### src/design/gip_host_frame_responder_unit_defines.svh
// assertion helpers for the frame responder
`ifndef GIP_HOST_FRAME_RESPONDER_UNIT_DEFINES_SVH
`define GIP_HOST_FRAME_RESPONDER_UNIT_DEFINES_SVH

// same-cycle implication, checked outside reset
`define GIP_HFR_ASSERT_IMP(label, ante, cons, msg) \
   label: assert property (@(posedge clock) disable iff (reset) (ante) |-> (cons)) \
      else $error(msg);

// next-cycle implication, checked outside reset
`define GIP_HFR_ASSERT_NEXT(label, ante, cons, msg) \
   label: assert property (@(posedge clock) disable iff (reset) (ante) |=> (cons)) \
      else $error(msg);

`endif

### src/design/gip_hfr_pkg.sv
package gip_hfr_pkg;

   localparam int MAX_FRAME_BYTES_DEFAULT = 256;

   localparam int QUEUE_DEPTH   = 4;
   localparam int QUEUE_PTR_W   = $clog2(QUEUE_DEPTH);
   localparam int QUEUE_COUNT_W = $clog2(QUEUE_DEPTH + 1);

   localparam int VALUE_W = 28;

   // option byte bits
   localparam int OPT_CHUNKED = 7;
   localparam int OPT_START   = 6;
   localparam int OPT_ACK     = 4;

   localparam logic [7:0] CMD_ANNOUNCE = 8'h02;
   localparam logic [7:0] CMD_IDENTIFY = 8'h04;

   localparam logic [3:0] PHASE_CHUNK = 4'd4;
   localparam logic [3:0] PHASE_DONE  = 4'd8;

   localparam logic [2:0] KIND_ACK       = 3'd0;
   localparam logic [2:0] KIND_IDENT_REQ = 3'd1;
   localparam logic [2:0] KIND_POWER_ON  = 3'd2;
   localparam logic [2:0] KIND_WAKE      = 3'd3;
   localparam logic [2:0] KIND_AUTH      = 3'd4;

   // pending response bits in the back end, emitted lowest first
   localparam int PEND_ACK   = 0;
   localparam int PEND_IDENT = 1;
   localparam int PEND_POWER = 2;
   localparam int PEND_WAKE0 = 3;
   localparam int PEND_AUTH  = 4;
   localparam int PEND_WAKE1 = 5;
   localparam int PEND_W     = 6;

   typedef struct packed {
      logic        ack;
      logic        id_req;
      logic        power_up;
      logic [7:0]  seq;
      logic [7:0]  cmd;
      logic [15:0] got;
      logic [15:0] rem;
   } record_type;

endpackage

### src/design/gip_host_frame_responder_unit.sv
// one received byte per cycle while req_tready is high; the parser keeps up with back-to-back bytes
// a frame's first response passes the snapshot and clip stages, the queue and the pending bits to the output register
// responses leave one per cycle from the output register while rsp_tready is high; a frame yields up to 5
// input stalls while the 4-entry response queue, counting frames still in the end stages, is full
// synchronous active-high reset clears parse, reassembly, queue and output state
`include "gip_host_frame_responder_unit_defines.svh"

module gip_host_frame_responder_unit
   import gip_hfr_pkg::*;
#(
   parameter int MAX_FRAME_BYTES = MAX_FRAME_BYTES_DEFAULT
) (
   input  logic        clock,
   input  logic        reset,
   input  logic        req_tvalid,
   output logic        req_tready,
   input  logic [7:0]  req_tdata,   // rx_byte[7:0]
   input  logic        req_tlast,
   output logic        rsp_tvalid,
   input  logic        rsp_tready,
   output logic [47:0] rsp_tdata,   // out_seq[7:0], acked_cmd[15:8],
                                    // bytes_received[31:16], bytes_remaining[47:32]
   output logic [2:0]  rsp_tuser,   // frame_kind[2:0]
   output logic        rsp_tlast
);

   logic                     q_push;
   record_type               q_push_record;
   logic                     q_pop;
   logic                     q_empty;
   record_type               q_head;
   logic [QUEUE_COUNT_W-1:0] q_count;

   gip_hfr_front #(
      .MAX_FRAME_BYTES(MAX_FRAME_BYTES)
   ) u_front (
      .clock       (clock),
      .reset       (reset),
      .req_tvalid  (req_tvalid),
      .req_tready  (req_tready),
      .req_tdata   (req_tdata),
      .req_tlast   (req_tlast),
      .queue_count (q_count),
      .push        (q_push),
      .push_record (q_push_record)
   );

   gip_hfr_queue u_queue (
      .clock       (clock),
      .reset       (reset),
      .push        (q_push),
      .push_record (q_push_record),
      .pop         (q_pop),
      .empty       (q_empty),
      .head        (q_head),
      .count       (q_count)
   );

   gip_hfr_back u_back (
      .clock       (clock),
      .reset       (reset),
      .queue_empty (q_empty),
      .queue_head  (q_head),
      .pop         (q_pop),
      .rsp_tvalid  (rsp_tvalid),
      .rsp_tready  (rsp_tready),
      .rsp_tdata   (rsp_tdata),
      .rsp_tuser   (rsp_tuser),
      .rsp_tlast   (rsp_tlast)
   );

   `GIP_HFR_ASSERT_IMP(a_queue_no_overflow, q_push, (q_count < QUEUE_COUNT_W'(QUEUE_DEPTH)) || q_pop, "response queue overflow")
   `GIP_HFR_ASSERT_IMP(a_own_seq_nonzero, rsp_tvalid && (rsp_tuser != KIND_ACK), rsp_tdata[7:0] != 8'd0, "own sequence is zero")
   `GIP_HFR_ASSERT_IMP(a_plain_payload_zero, rsp_tvalid && (rsp_tuser != KIND_ACK), rsp_tdata[47:8] == 40'd0, "non-ack response carries payload")
   `GIP_HFR_ASSERT_NEXT(a_pop_not_empty, q_empty, !q_pop || !q_empty, "pop from empty queue")

endmodule

### src/design/gip_hfr_front.sv
module gip_hfr_front
   import gip_hfr_pkg::*;
#(
   parameter int MAX_FRAME_BYTES = MAX_FRAME_BYTES_DEFAULT
) (
   input  logic                     clock,
   input  logic                     reset,
   input  logic                     req_tvalid,
   output logic                     req_tready,
   input  logic [7:0]               req_tdata,
   input  logic                     req_tlast,
   input  logic [QUEUE_COUNT_W-1:0] queue_count,
   output logic                     push,
   output record_type               push_record
);

   localparam int PW = $clog2(MAX_FRAME_BYTES + 1);
   localparam logic [PW-1:0] MAX_POS = PW'(MAX_FRAME_BYTES);
   localparam logic [PW-1:0] MIN_POS = PW'(4);
   localparam logic [PW-1:0] HDR_RESET = PW'(3);

   // per-frame parse
   logic [PW-1:0]      pos_ff, pos_in;
   logic [7:0]         cmd_ff, cmd_in;
   logic [7:0]         opts_ff, opts_in;
   logic [7:0]         seq_ff, seq_in;
   logic [3:0]         phase_ff, phase_in;
   logic [VALUE_W-1:0] len_ff, len_in;
   logic [VALUE_W-1:0] chunk_ff, chunk_in;
   logic [PW-1:0]      hdr_ff, hdr_in;

   // values after taking the current byte
   logic [PW-1:0]      t_pos, t_hdr;
   logic [7:0]         t_cmd, t_opts, t_seq;
   logic [3:0]         t_phase;
   logic [VALUE_W-1:0] t_len, t_chunk;

   // end-of-frame snapshot
   logic               s1_valid_ff, s1_valid_in;
   logic [7:0]         s1_cmd_ff, s1_opts_ff, s1_seq_ff;
   logic [VALUE_W-1:0] s1_len_ff, s1_chunk_ff;
   logic [PW-1:0]      s1_hdr_ff, s1_n_ff;

   // clipped length stage
   logic               s2_valid_ff;
   logic [7:0]         s2_cmd_ff, s2_opts_ff, s2_seq_ff;
   logic [VALUE_W-1:0] s2_chunk_ff, s2_plen_ff;
   logic [PW-1:0]      avail;
   logic [VALUE_W-1:0] plen_in;

   // reassembly state
   logic [VALUE_W-1:0] total_ff, total_in;
   logic [VALUE_W-1:0] got_ff, got_in;
   logic [7:0]         rcmd_ff, rcmd_in;
   logic               ident_ff, ident_in;

   logic               accept;
   logic [1:0]         idx;
   logic [4:0]         shamt;
   logic [VALUE_W-1:0] part;
   logic               stop;
   logic [QUEUE_COUNT_W:0] occupancy;

   logic               chunked;
   logic [VALUE_W-1:0] total_new, got_base, coff;
   logic [7:0]         rcmd_new;
   logic [VALUE_W:0]   sum;
   logic               in_bounds;
   logic               power_up;

   // a record may still be in the snapshot or clip stage, so reserve its slot
   assign occupancy = {1'b0, queue_count} + (QUEUE_COUNT_W + 1)'(s1_valid_ff)
                      + (QUEUE_COUNT_W + 1)'(s2_valid_ff);
   assign req_tready = occupancy < (QUEUE_COUNT_W + 1)'(QUEUE_DEPTH);
   assign accept = req_tvalid && req_tready;

   assign idx   = phase_ff[1:0];
   assign shamt = 5'(idx) * 5'd7;
   assign part  = {{(VALUE_W - 7){1'b0}}, req_tdata[6:0]} << shamt;
   assign stop  = !req_tdata[7] || (idx == 2'd3);

   always_comb begin
      t_pos   = pos_ff;
      t_hdr   = hdr_ff;
      t_cmd   = cmd_ff;
      t_opts  = opts_ff;
      t_seq   = seq_ff;
      t_phase = phase_ff;
      t_len   = len_ff;
      t_chunk = chunk_ff;
      if (pos_ff < MAX_POS) begin
         t_pos = pos_ff + PW'(1);
         if (pos_ff == PW'(0)) begin
            t_cmd = req_tdata;
         end else if (pos_ff == PW'(1)) begin
            t_opts = req_tdata;
         end else if (pos_ff == PW'(2)) begin
            t_seq = req_tdata;
         end else if (phase_ff < PHASE_DONE) begin
            t_hdr = pos_ff + PW'(1);
            if (phase_ff < PHASE_CHUNK) begin
               t_len = len_ff | part;
               if (stop) begin
                  t_phase = opts_ff[OPT_CHUNKED] ? PHASE_CHUNK : PHASE_DONE;
               end else begin
                  t_phase = phase_ff + 4'd1;
               end
            end else begin
               t_chunk = chunk_ff | part;
               t_phase = stop ? PHASE_DONE : phase_ff + 4'd1;
            end
         end
      end
   end

   always_comb begin
      pos_in      = pos_ff;
      hdr_in      = hdr_ff;
      cmd_in      = cmd_ff;
      opts_in     = opts_ff;
      seq_in      = seq_ff;
      phase_in    = phase_ff;
      len_in      = len_ff;
      chunk_in    = chunk_ff;
      s1_valid_in = 1'b0;
      if (accept) begin
         if (req_tlast) begin
            pos_in      = '0;
            hdr_in      = HDR_RESET;
            cmd_in      = '0;
            opts_in     = '0;
            seq_in      = '0;
            phase_in    = '0;
            len_in      = '0;
            chunk_in    = '0;
            s1_valid_in = t_pos >= MIN_POS;
         end else begin
            pos_in   = t_pos;
            hdr_in   = t_hdr;
            cmd_in   = t_cmd;
            opts_in  = t_opts;
            seq_in   = t_seq;
            phase_in = t_phase;
            len_in   = t_len;
            chunk_in = t_chunk;
         end
      end
   end

   // header never runs past the byte count, so the room left is n - header
   assign avail   = s1_n_ff - s1_hdr_ff;
   assign plen_in = (s1_len_ff > VALUE_W'(avail)) ? VALUE_W'(avail) : s1_len_ff;

   // reassembly decision on the clipped frame
   assign chunked   = s2_opts_ff[OPT_CHUNKED];
   assign total_new = s2_opts_ff[OPT_START] ? s2_chunk_ff : total_ff;
   assign got_base  = s2_opts_ff[OPT_START] ? '0 : got_ff;
   assign rcmd_new  = s2_opts_ff[OPT_START] ? s2_cmd_ff : rcmd_ff;
   assign coff      = s2_opts_ff[OPT_START] ? '0 : s2_chunk_ff;
   assign sum       = {1'b0, coff} + {1'b0, s2_plen_ff};
   assign in_bounds = (rcmd_new == s2_cmd_ff) && (sum <= {1'b0, total_new});

   assign power_up = chunked && (s2_cmd_ff == CMD_IDENTIFY) && !ident_ff
                     && ((in_bounds && (sum == {1'b0, total_new}))
                         || (got_base >= total_new));

   always_comb begin
      total_in = total_ff;
      got_in   = got_ff;
      rcmd_in  = rcmd_ff;
      ident_in = ident_ff;
      if (s2_valid_ff && chunked) begin
         total_in = total_new;
         rcmd_in  = rcmd_new;
         got_in   = (in_bounds && (sum > {1'b0, got_base})) ? sum[VALUE_W-1:0] : got_base;
         if (power_up) begin
            ident_in = 1'b1;
         end
      end
   end

   always_comb begin
      push_record.ack      = s2_opts_ff[OPT_ACK];
      push_record.id_req   = s2_cmd_ff == CMD_ANNOUNCE;
      push_record.power_up = power_up;
      push_record.seq      = s2_seq_ff;
      push_record.cmd      = s2_cmd_ff;
      push_record.got      = chunked ? sum[15:0] : s2_plen_ff[15:0];
      push_record.rem      = chunked ? (total_new[15:0] - sum[15:0]) : 16'd0;
   end

   assign push = s2_valid_ff
                 && (push_record.ack || push_record.id_req || push_record.power_up);

   always_ff @(posedge clock) begin
      if (reset) begin
         pos_ff      <= '0;
         hdr_ff      <= HDR_RESET;
         cmd_ff      <= '0;
         opts_ff     <= '0;
         seq_ff      <= '0;
         phase_ff    <= '0;
         len_ff      <= '0;
         chunk_ff    <= '0;
         s1_valid_ff <= 1'b0;
         s2_valid_ff <= 1'b0;
         total_ff    <= '0;
         got_ff      <= '0;
         rcmd_ff     <= '0;
         ident_ff    <= 1'b0;
      end else begin
         pos_ff      <= pos_in;
         hdr_ff      <= hdr_in;
         cmd_ff      <= cmd_in;
         opts_ff     <= opts_in;
         seq_ff      <= seq_in;
         phase_ff    <= phase_in;
         len_ff      <= len_in;
         chunk_ff    <= chunk_in;
         s1_valid_ff <= s1_valid_in;
         s2_valid_ff <= s1_valid_ff;
         total_ff    <= total_in;
         got_ff      <= got_in;
         rcmd_ff     <= rcmd_in;
         ident_ff    <= ident_in;
      end
   end

   always_ff @(posedge clock) begin
      if (s1_valid_in) begin
         s1_cmd_ff   <= t_cmd;
         s1_opts_ff  <= t_opts;
         s1_seq_ff   <= t_seq;
         s1_len_ff   <= t_len;
         s1_chunk_ff <= t_chunk;
         s1_hdr_ff   <= t_hdr;
         s1_n_ff     <= t_pos;
      end
      if (s1_valid_ff) begin
         s2_cmd_ff   <= s1_cmd_ff;
         s2_opts_ff  <= s1_opts_ff;
         s2_seq_ff   <= s1_seq_ff;
         s2_chunk_ff <= s1_chunk_ff;
         s2_plen_ff  <= plen_in;
      end
   end

endmodule

### src/design/gip_hfr_queue.sv
module gip_hfr_queue
   import gip_hfr_pkg::*;
(
   input  logic                     clock,
   input  logic                     reset,
   input  logic                     push,
   input  record_type               push_record,
   input  logic                     pop,
   output logic                     empty,
   output record_type               head,
   output logic [QUEUE_COUNT_W-1:0] count
);

   localparam logic [QUEUE_PTR_W-1:0] LAST_SLOT = QUEUE_PTR_W'(QUEUE_DEPTH - 1);

   record_type                 slot_ff [QUEUE_DEPTH];
   logic [QUEUE_PTR_W-1:0]     wr_ptr_ff, wr_ptr_in;
   logic [QUEUE_PTR_W-1:0]     rd_ptr_ff, rd_ptr_in;
   logic [QUEUE_COUNT_W-1:0]   count_ff, count_in;

   assign empty = count_ff == '0;
   assign head  = slot_ff[rd_ptr_ff];
   assign count = count_ff;

   always_comb begin
      wr_ptr_in = wr_ptr_ff;
      rd_ptr_in = rd_ptr_ff;
      count_in  = count_ff;
      if (push) begin
         wr_ptr_in = (wr_ptr_ff == LAST_SLOT) ? '0 : wr_ptr_ff + QUEUE_PTR_W'(1);
      end
      if (pop) begin
         rd_ptr_in = (rd_ptr_ff == LAST_SLOT) ? '0 : rd_ptr_ff + QUEUE_PTR_W'(1);
      end
      if (push && !pop) begin
         count_in = count_ff + QUEUE_COUNT_W'(1);
      end else if (pop && !push) begin
         count_in = count_ff - QUEUE_COUNT_W'(1);
      end
   end

   always_ff @(posedge clock) begin
      if (reset) begin
         wr_ptr_ff <= '0;
         rd_ptr_ff <= '0;
         count_ff  <= '0;
      end else begin
         wr_ptr_ff <= wr_ptr_in;
         rd_ptr_ff <= rd_ptr_in;
         count_ff  <= count_in;
      end
   end

   always_ff @(posedge clock) begin
      if (push) begin
         slot_ff[wr_ptr_ff] <= push_record;
      end
   end

endmodule

### src/design/gip_hfr_back.sv
module gip_hfr_back
   import gip_hfr_pkg::*;
(
   input  logic        clock,
   input  logic        reset,
   input  logic        queue_empty,
   input  record_type  queue_head,
   output logic        pop,
   output logic        rsp_tvalid,
   input  logic        rsp_tready,
   output logic [47:0] rsp_tdata,
   output logic [2:0]  rsp_tuser,
   output logic        rsp_tlast
);

   logic [PEND_W-1:0] pend_ff, pend_in;
   record_type        work_ff;
   logic [7:0]        tx_seq_ff, tx_seq_in, tx_seq_inc;
   logic              rsp_valid_ff, rsp_valid_in;
   logic [47:0]       rsp_data_ff, rsp_data_in;
   logic [2:0]        rsp_kind_ff, rsp_kind_in;
   logic              rsp_last_ff, rsp_last_in;
   logic              emit;
   logic [PEND_W-1:0] pend_rest;

   assign emit      = (pend_ff != '0) && (!rsp_valid_ff || rsp_tready);
   assign pend_rest = pend_ff & (pend_ff - PEND_W'(1));
   assign pop       = !queue_empty && ((pend_ff == '0) || (emit && (pend_rest == '0)));

   // own sequence wraps past zero
   assign tx_seq_inc = (tx_seq_ff == 8'hFF) ? 8'd1 : tx_seq_ff + 8'd1;

   always_comb begin
      rsp_kind_in = KIND_WAKE;
      if (pend_ff[PEND_ACK]) begin
         rsp_kind_in = KIND_ACK;
      end else if (pend_ff[PEND_IDENT]) begin
         rsp_kind_in = KIND_IDENT_REQ;
      end else if (pend_ff[PEND_POWER]) begin
         rsp_kind_in = KIND_POWER_ON;
      end else if (pend_ff[PEND_WAKE0]) begin
         rsp_kind_in = KIND_WAKE;
      end else if (pend_ff[PEND_AUTH]) begin
         rsp_kind_in = KIND_AUTH;
      end
   end

   always_comb begin
      if (pend_ff[PEND_ACK]) begin
         rsp_data_in = {work_ff.rem, work_ff.got, work_ff.cmd, work_ff.seq};
      end else begin
         rsp_data_in = {40'd0, tx_seq_ff};
      end
      rsp_last_in = pend_rest == '0;
   end

   always_comb begin
      pend_in      = pend_ff;
      tx_seq_in    = tx_seq_ff;
      rsp_valid_in = rsp_valid_ff;
      if (emit) begin
         pend_in      = pend_rest;
         rsp_valid_in = 1'b1;
         if (!pend_ff[PEND_ACK]) begin
            tx_seq_in = tx_seq_inc;
         end
      end else if (rsp_tready) begin
         rsp_valid_in = 1'b0;
      end
      if (pop) begin
         pend_in = '0;
         pend_in[PEND_ACK]   = queue_head.ack;
         pend_in[PEND_IDENT] = queue_head.id_req;
         pend_in[PEND_POWER] = queue_head.power_up;
         pend_in[PEND_WAKE0] = queue_head.power_up;
         pend_in[PEND_AUTH]  = queue_head.power_up;
         pend_in[PEND_WAKE1] = queue_head.power_up;
      end
   end

   always_ff @(posedge clock) begin
      if (reset) begin
         pend_ff      <= '0;
         tx_seq_ff    <= 8'd1;
         rsp_valid_ff <= 1'b0;
      end else begin
         pend_ff      <= pend_in;
         tx_seq_ff    <= tx_seq_in;
         rsp_valid_ff <= rsp_valid_in;
      end
   end

   always_ff @(posedge clock) begin
      if (pop) begin
         work_ff <= queue_head;
      end
      if (emit) begin
         rsp_data_ff <= rsp_data_in;
         rsp_kind_ff <= rsp_kind_in;
         rsp_last_ff <= rsp_last_in;
      end
   end

   assign rsp_tvalid = rsp_valid_ff;
   assign rsp_tdata  = rsp_data_ff;
   assign rsp_tuser  = rsp_kind_ff;
   assign rsp_tlast  = rsp_last_ff;

endmodule
### config.mk
export PLATFORM = sky130hd
export DESIGN_NAME = gip_host_frame_responder_unit
export DESIGN_NICKNAME = d
export VERILOG_FILES = /design/src/design/gip_hfr_pkg.sv /design/src/design/gip_host_frame_responder_unit.sv /design/src/design/gip_hfr_front.sv /design/src/design/gip_hfr_queue.sv /design/src/design/gip_hfr_back.sv
export VERILOG_INCLUDE_DIRS = /design/src /design/src/design
export SDC_FILE = /design/constraint.sdc
export NUM_CORES = 1
export LEC_CHECK = 0
export BUFFER_PORTS_ARGS = -buffer_cell sky130_fd_sc_hd__buf_4
export CAP_MARGIN = 20
export CORE_MARGIN = 2
export CORE_UTILIZATION = 40
export DETAILED_ROUTE_END_ITERATION = 12
export MAX_ROUTING_LAYER = met4
export PLACE_DENSITY = 0.6
export SLEW_MARGIN = 20
export SYNTH_ARGS = -nofsm -noshare
export SYNTH_HDL_FRONTEND = slang
export SYNTH_SLANG_ARGS = --single-unit
### constraint.sdc
create_clock -name clock -period 16.7 [get_ports clock]
set_input_delay 4.175 -clock clock [delete_from_list [all_inputs] [get_ports clock]]
set_output_delay 4.175 -clock clock [all_outputs]
set_load 0.03 [all_outputs]
-- After elaboration in Yosys (flattened, before gate mapping)
Memory sizes are Yosys's and may differ from the RTL's. A register that Yosys moved wholly into a read port is not among the register bits.
Index checks and enable logic that the tools add are counted.
- flip-flop bits (word level): 469
- bits in writable memories: 204
- input port bits: 13
- output and inout bits: 54
- logic and storage cells: 198
- memories: 1
- memory list (memory ; depth ; width ; rd ports ; clocked after Yosys merged registers in ; wr ports ; RTL line ; text):
    u_queue.slot_ff ; 4 ; 51 ; 1 ; 1 ; 1 ; gip_hfr_queue.sv:16 ; record_type slot_ff [QUEUE_DEPTH];
- add/sub/neg operators: 13
- $mul: 1
- magnitude comparators: 9
- eq/ne operators: 13
- shifts and indexed selects: 1
- muxes and demuxes: 72
- bitwise operators: 4
- reduce and logical (&&, ||, !) cells: 41
- operator list (cell ; number):
    two-way mux 28 bit ; 18
    two-way mux 8 bit ; 15
    two-way mux 9 bit ; 9
    bitwise OR 28 bit ; 2
    two-way mux 4 bit ; 10
    two-way mux 16 bit ; 2
    adder 28 x 28 -> 29 bit ; 1
    == test 29 x 28 -> 1 bit ; 1
    greater-than comparator 29 x 28 -> 1 bit ; 1
    less-or-equal comparator 29 x 28 -> 1 bit ; 1
    greater-or-equal comparator 28 bit ; 1
    greater-than comparator 28 x 9 -> 1 bit ; 1
    left shift 7 x 5 -> 28 bit ; 1
    subtractor 16 bit ; 1
    logical AND 1 bit ; 14
    zero test 6 bit ; 2
    two-way mux 2 bit ; 6
    two-way mux 6 bit ; 2
    nonzero test 2 bit ; 5
    adder 9 x 1 -> 9 bit, second input constant ; 1
    == test 9 x 1 -> 1 bit, second input constant ; 1
    == test 9 x 2 -> 1 bit, second input constant ; 1
    greater-or-equal comparator 9 x 3 -> 1 bit, second input constant ; 1
    zero test 9 bit ; 1
    31 further kinds ; 56

-- Depth between registers and ports, before layout
- depth after elaboration: 13
- gate-level depth with buffers: 25
- mapped depth without buffers: 23

-- Modules after synthesis
From an unflattened synthesis, not the netlist that was laid out.
- cells, all modules: 2239
- area, all modules: 29901.2 sq um
- modules (own cells, without submodules) (module ; times used ; cells an instance ; area an instance (sq um) ; sequential area each (sq um)):
    gip_hfr_front ; 1 ; 1670 ; 17837.1 ; 8328.0
    gip_hfr_queue ; 1 ; 310 ; 7851.3 ; 6306.0
    gip_hfr_back ; 1 ; 259 ; 4212.8 ; 3303.2

-- Worst setup path before layout
No wires, ideal clock.
- path kind: in2reg
- start point: in req_tvalid
- end point: reg u_front.s1_chunk_ff[0], enable pin
- setup time: 0.545 ns
- data arrival time: 8.784 ns
- data required time: 16.155 ns
- path slack: 7.371 ns
- stages: 5
- path buffers: 2
- cells stage by stage: and2_1 clkbuf_1 clkbuf_1 nand2_1 nor2_1
- cells in the longest elaborated chain, start to end: 2
- ends and longest elaborated chain (element ; RTL line ; text):
    from (decl) ; gip_host_frame_responder_unit.sv:15 ; input logic req_tvalid,
    logical AND 1 bit ; gip_hfr_front.sv:75 ; assign accept = req_tvalid && req_tready;
    two-way mux 1 bit ; gip_hfr_front.sv:126 ; if (accept) begin
    net u_front.s1_valid_in ; gip_hfr_front.sv:39 ; logic s1_valid_ff, s1_valid_in;
    to (signal assigned) ; gip_hfr_front.sv:235 ; s1_chunk_ff <= t_chunk;
    to (decl) ; gip_hfr_front.sv:41 ; logic [VALUE_W-1:0] s1_len_ff, s1_chunk_ff;
The timed path passes the listed nets, and every way through them passes these cells.
A chain may end at the register's enable or synchronous reset.

-- Final worst setup path
- start point: reg u_front.s2_opts_ff[6]
- end point: mem u_queue.slot_ff[0][31] (netlist bit), enable pin
- cells in the longest elaborated chain, start to end: 11
- elaborated cells on any way between the ends: 17
- classes of those cells: 1 x add/sub; 2 x order compare; 2 x eq/ne; 6 x mux; 6 x reduce/logical
- ends and longest elaborated chain (element ; RTL line ; text):
    from (decl) ; gip_hfr_front.sv:46 ; logic [7:0] s2_cmd_ff, s2_opts_ff, s2_seq_ff;
    from (signal assigned) ; gip_hfr_front.sv:241 ; s2_opts_ff <= s1_opts_ff;
    two-way mux 28 bit ; gip_hfr_front.sv:159 ; assign coff = s2_opts_ff[OPT_START] ? '0 : s2_chunk_ff;
    adder 28 x 28 -> 29 bit ; gip_hfr_front.sv:160 ; assign sum = {1'b0, coff} + {1'b0, s2_plen_ff};
    less-or-equal comparator 29 x 28 -> 1 bit ; gip_hfr_front.sv:161 ; assign in_bounds = (rcmd_new == s2_cmd_ff) && (sum <= {1'b0, total_new});
    logical AND 1 bit ; gip_hfr_front.sv:161 ;
    logical AND 1 bit ; gip_hfr_front.sv:164 ; && ((in_bounds && (sum == {1'b0, total_new}))
    logical OR 1 bit * ; gip_hfr_front.sv:165 ; || (got_base >= total_new));
    logical AND 1 bit * ; gip_hfr_front.sv:164 ;
    logical OR 1 bit * ; gip_hfr_front.sv:193 ; && (push_record.ack || push_record.id_req || push_record.power_up);
    logical AND 1 bit * ; gip_hfr_front.sv:193 ;
    net q_push ; gip_host_frame_responder_unit.sv:27 ; logic q_push;
    two-way mux 1 bit * ; gip_hfr_queue.sv:55 ; if (push) begin
    two-way mux 1 bit (not written as such) * ; gip_hfr_queue.sv:56 ; slot_ff[wr_ptr_ff] <= push_record;
    to (decl) ; gip_hfr_queue.sv:16 ;
The timed path passes the listed nets; every way through them passes the cells marked *.

==> metrics.md <==
| Metric | Value |
|---|---|
| Status | `finished clean` |
| Clock buffer count from CTS | `71` |
| Largest net degree at the start of global routing | `77` |
| Worst Path Class, Setup | `reg2reg` |
| Slew margin rel. | `34.3%` |
| Distinct cells, synth | `71` |
| Clock-pin slew on the worst setup and hold paths | `0.06 ns` |
| Synth async-reset ratio | `0%` |
| Residual DRC | `0` |
| Largest cells by area after synthesis | `edfxtp_1 48%, dfxtp_1 13%, ha_1 6.7%` |
| Compound-Gate Fraction of Synth Area | `10.4%` |
| # port buffers | `66` |
| Reg2Reg Depth | `18` |
| Commonest register cell after synthesis | `edfxtp_1` |
| Pwr dens | `124 nW/um^2` |
| Hold Path End | `u_front.s2_chunk_ff[19]` |
| VDD IR max | `0.110 mV` |
| Sw frac | `25.2%` |
| Gr ovfl total | `0` |
| CP Buf/Inv Count | `3` |
| Startpoint of the worst hold path | `u_front.s1_chunk_ff[19]` |
| Total number of vias | `18000` |
| WL per Instance | `18.9 microns` |
| Layout area overhead | `13.6%` |
| Via density | `5.32` |
| Max clock buf depth | `3` |
| Max Freq | `0.148 GHz` |
| Resized cells post-CTS | `0` |
| Critical Path Max Stage Delay | `0.66 ns` |
| Iteration-0 DRC Markers | `1238` |
| Comb power frac | `13.7%` |
| Worst-Margin Slew | `0.986 ns` |
| Root Driver | `clkbuf_16` |
| Synthesized area per cell | `13.0 sq um` |
| Max FO, Critical Path | `60` |
| Drt first pass iters | `5` |
| Post-synth EDFFs | `472` |
| CTS tree | `built` |
| Final HPWL DP | `44.2 mm` |
| Post-synthesis adder-cell area fraction | `6.97%` |
| Flops & latches, synth | `660` |
| Seq pwr share | `47.9%` |
| Post-route ant nets | `0` |
| Core footprint | `73200 sq um` |
| Hold_buf cts | `0` |
| CTS H-Tree Depth | `3` |
| Post-synthesis sequential area ratio | `60.5%` |
| Final #Nets | `2542` |
| RR Endpoint | `u_queue.slot_ff[0][31]` |
| GP Congestion | `0.884` |
| Clk pwr share | `38.4%` |
| Startpoint Class | `register` |
| Initial antenna violation count | `1` |
| Share of post-route cells with drive strength above 1 | `13.5%` |
| CP arrival | `7.00 ns` |
| Number of global-route vias before repair | `18100` |
| Postcts setup bufs | `0` |
| Cell mode on critical path | `buf_4` |
| Initial core utilization | `40.5%` |
| Worst Hold Depth | `0` |
| Post-Synth Simple-Gate Area | `10.1%` |
| Required time worst endpoint | `16.93 ns` |
| XOR/XNOR Fraction of Synth Area | `2.04%` |
| Tightest Hold Check Type | `reg2reg` |
| R2R Setup Slk | `9.92 ns` |
| Top-area cell type share of the netlist area | `47.8%` |
| Count leader, synth | `edfxtp_1` |
| Ant diodes | `0` |
| RSZ-0062 raised after global routing | `false` |
| CP Cell Sequence | `buf_4, buf_4, nor2b_1, ha_1, a21oi_1, nor3_1, nor4b_1, a21oi_2, o41ai_2, xnor2_1, ha_1, nand4_1, nor4_1, nand4_1, or2_2, a31oi_4, and2_2, buf_4` |
| Routed WL | `63.9 mm` |
| # setup viols final | `0` |
| Cell count after synthesis | `2286` |
| Clock skew | `0.0222 ns` |
| Clk Latency, worst-skew pair | `0.61 ns` |
| FP Rows | `99` |
| Post-synthesis mux area share | `7.26%` |
| Int Power | `0.00314 W` |
| Synth cell count leaders | `472 x edfxtp_1, 188 x dfxtp_1, 168 x nand2_1, 158 x ha_1, 133 x a21oi_1` |
| Crit path time final | `6.78 ns` |
| Final Hold Fails | `0` |
| Max Cap Viol | `0` |
| Synthesized cell area | `29700 sq um` |
| Boundary Pins | `67` |
| First-pass GRT wire length | `101 mm` |
| DIE WIDTH | `276 microns` |
| Die H | `276 microns` |
| Pleak | `13.7 nW` |
| Gr usage total | `17.3%` |
| Psw | `0.00106 W` |
| Cell accounting for the most synthesized area | `edfxtp_1` |
| Warnings from Yosys | `0` |
| Largest family of logic cells by synthesized area | `compound AO/OA/AOI/OAI gates` |
| Fin util | `46.0%` |
| Pins over their slew limit | `0` |
| CP Capture Type | `register` |
| Die area | `76400 sq um` |
| Setup TNS | `0 ns` |
| Clock sink count | `660` |
| CP delay by family, top | `simple AND/OR/NAND/NOR gates` |
| Worst r2r src | `u_front.s2_opts_ff[6]` |
| Crit share post-route | `40.6%` |
| CP max stage cell | `buf_4` |
-- flip-flops by register name, indices dropped and copies added, names as in the netlist, 9 cells and up, named ones only --
name / flops
u_front.pos_ff: 9
u_front.chunk_ff: 28
u_front.len_ff: 28
u_front.s1_hdr_ff: 9
u_back.rsp_tdata: 48
u_front.s1_n_ff: 9
u_front.s2_chunk_ff: 28
u_front.total_ff: 28
u_back.work_ff: 48
u_queue.slot_ff: 204
u_front.s1_len_ff: 28
u_front.hdr_ff: 9
u_front.got_ff: 28
u_front.s1_chunk_ff: 28
u_front.s2_plen_ff: 28
-- kinds of logic (layout without fill, tap and decap cells) --
logic type,after synthesis,in the layout
AOI/OAI and AO/OA,443,443
xor gates and xnor gates,69,69
adders and majority gates,163,163
buffers and inverters,218,336
DFF,660,660
muxes,145,145
other,1,19
and+or+nand+nor,587,587
-- stage by stage --
stage / hold WS (ns) / instances / cell area (sq um) / worst slack, ns / total power, W
CTS: 0.419 / 3381 / 33700 / 9.95 / 0.00425
finish: 0.418 / 3381 / 33700 / 9.92 / 0.00419
detailed placement: 0.406 / 3253 / 31300 / 9.49 / 0.00263
global route: 0.421 / 3381 / 33700 / 9.54 / 0.00437
global placement: 0.403 / 3253 / 31300 / 9.54 / 0.00262
floorplan: 0.400 / 2304 / 29700 / 7.37 / 0.00244
-- per-layer routing --
layer	up-vias	track usage, %	wire length (microns)
met4	0	5.39	1780
met2	351	28.0	30600
met3	98	2.81	2630
met1	8896	22.3	29000
met5	-	-	0
li1	8644	-	-
-- area by class of cell --
class                           count  area (sq um)
Clock buffer                       99          2010
Fill cell                        6511         39500
Timing Repair Buffer               92           691
Inverter                          116           435
Multi-Input combinational cell   1426         11000
Clock inverter                     29           408
Tap cell                          959          1200
Sequential cell                   660         17900
-- worst max-delay path by stage --
| stage | cells after the start | from | slack (ns) | endpoint |
|---|---|---|---|---|
| 4_1_cts | 18 | u_front.s2_opts_ff[6] | 9.95 | u_queue.slot_ff[1][31] |
| 5_1_grt | 18 | u_front.s2_opts_ff[6] | 9.54 | u_queue.slot_ff[1][12] |
| 2_1_floorplan | 5 | req_tvalid | 7.37 | u_front.s1_chunk_ff[0] |
| 3_5_place_dp | 6 | req_tvalid | 9.49 | u_front.s1_seq_ff[4] |
| 3_3_place_gp | 6 | req_tvalid | 9.54 | u_front.s1_cmd_ff[7] |
| 6_report | 18 | u_front.s2_opts_ff[6] | 9.92 | u_queue.slot_ff[0][31] |
-- power groups by stage --
stage                     combinational [W]  sequential [W]  clock (W)
final                              0.000577         0.00201    0.00161
after global routing               0.000626         0.00202    0.00172
after CTS                          0.000590         0.00201    0.00165
after detailed placement           0.000588         0.00205          0
after global placement             0.000580         0.00204          0
after floorplan                    0.000327         0.00211          0
-- cell usage in the layout, fill, tap and decap left out, types with 23 or more instances in the layout --
cell type and n:
a21o_1 74, a21oi_1 132, a22oi_1 31, and2_1 46, buf_4 92, clkbuf_16 75
dfxtp_1 185, edfxtp_1 472, ha_1 158, inv_1 114, mux2_2 52, mux2i_1 42
mux4_2 51, nand2_1 168, nand2b_1 41, nand3_1 27, nand3b_1 23, nand4_1 24
nor2_1 115, nor2b_1 42, nor3_1 31, o211a_1 60, o21ai_0 46, xnor2_1 34
xor2_1 35
No activity file was read; power rests on OpenSTA's default activity.
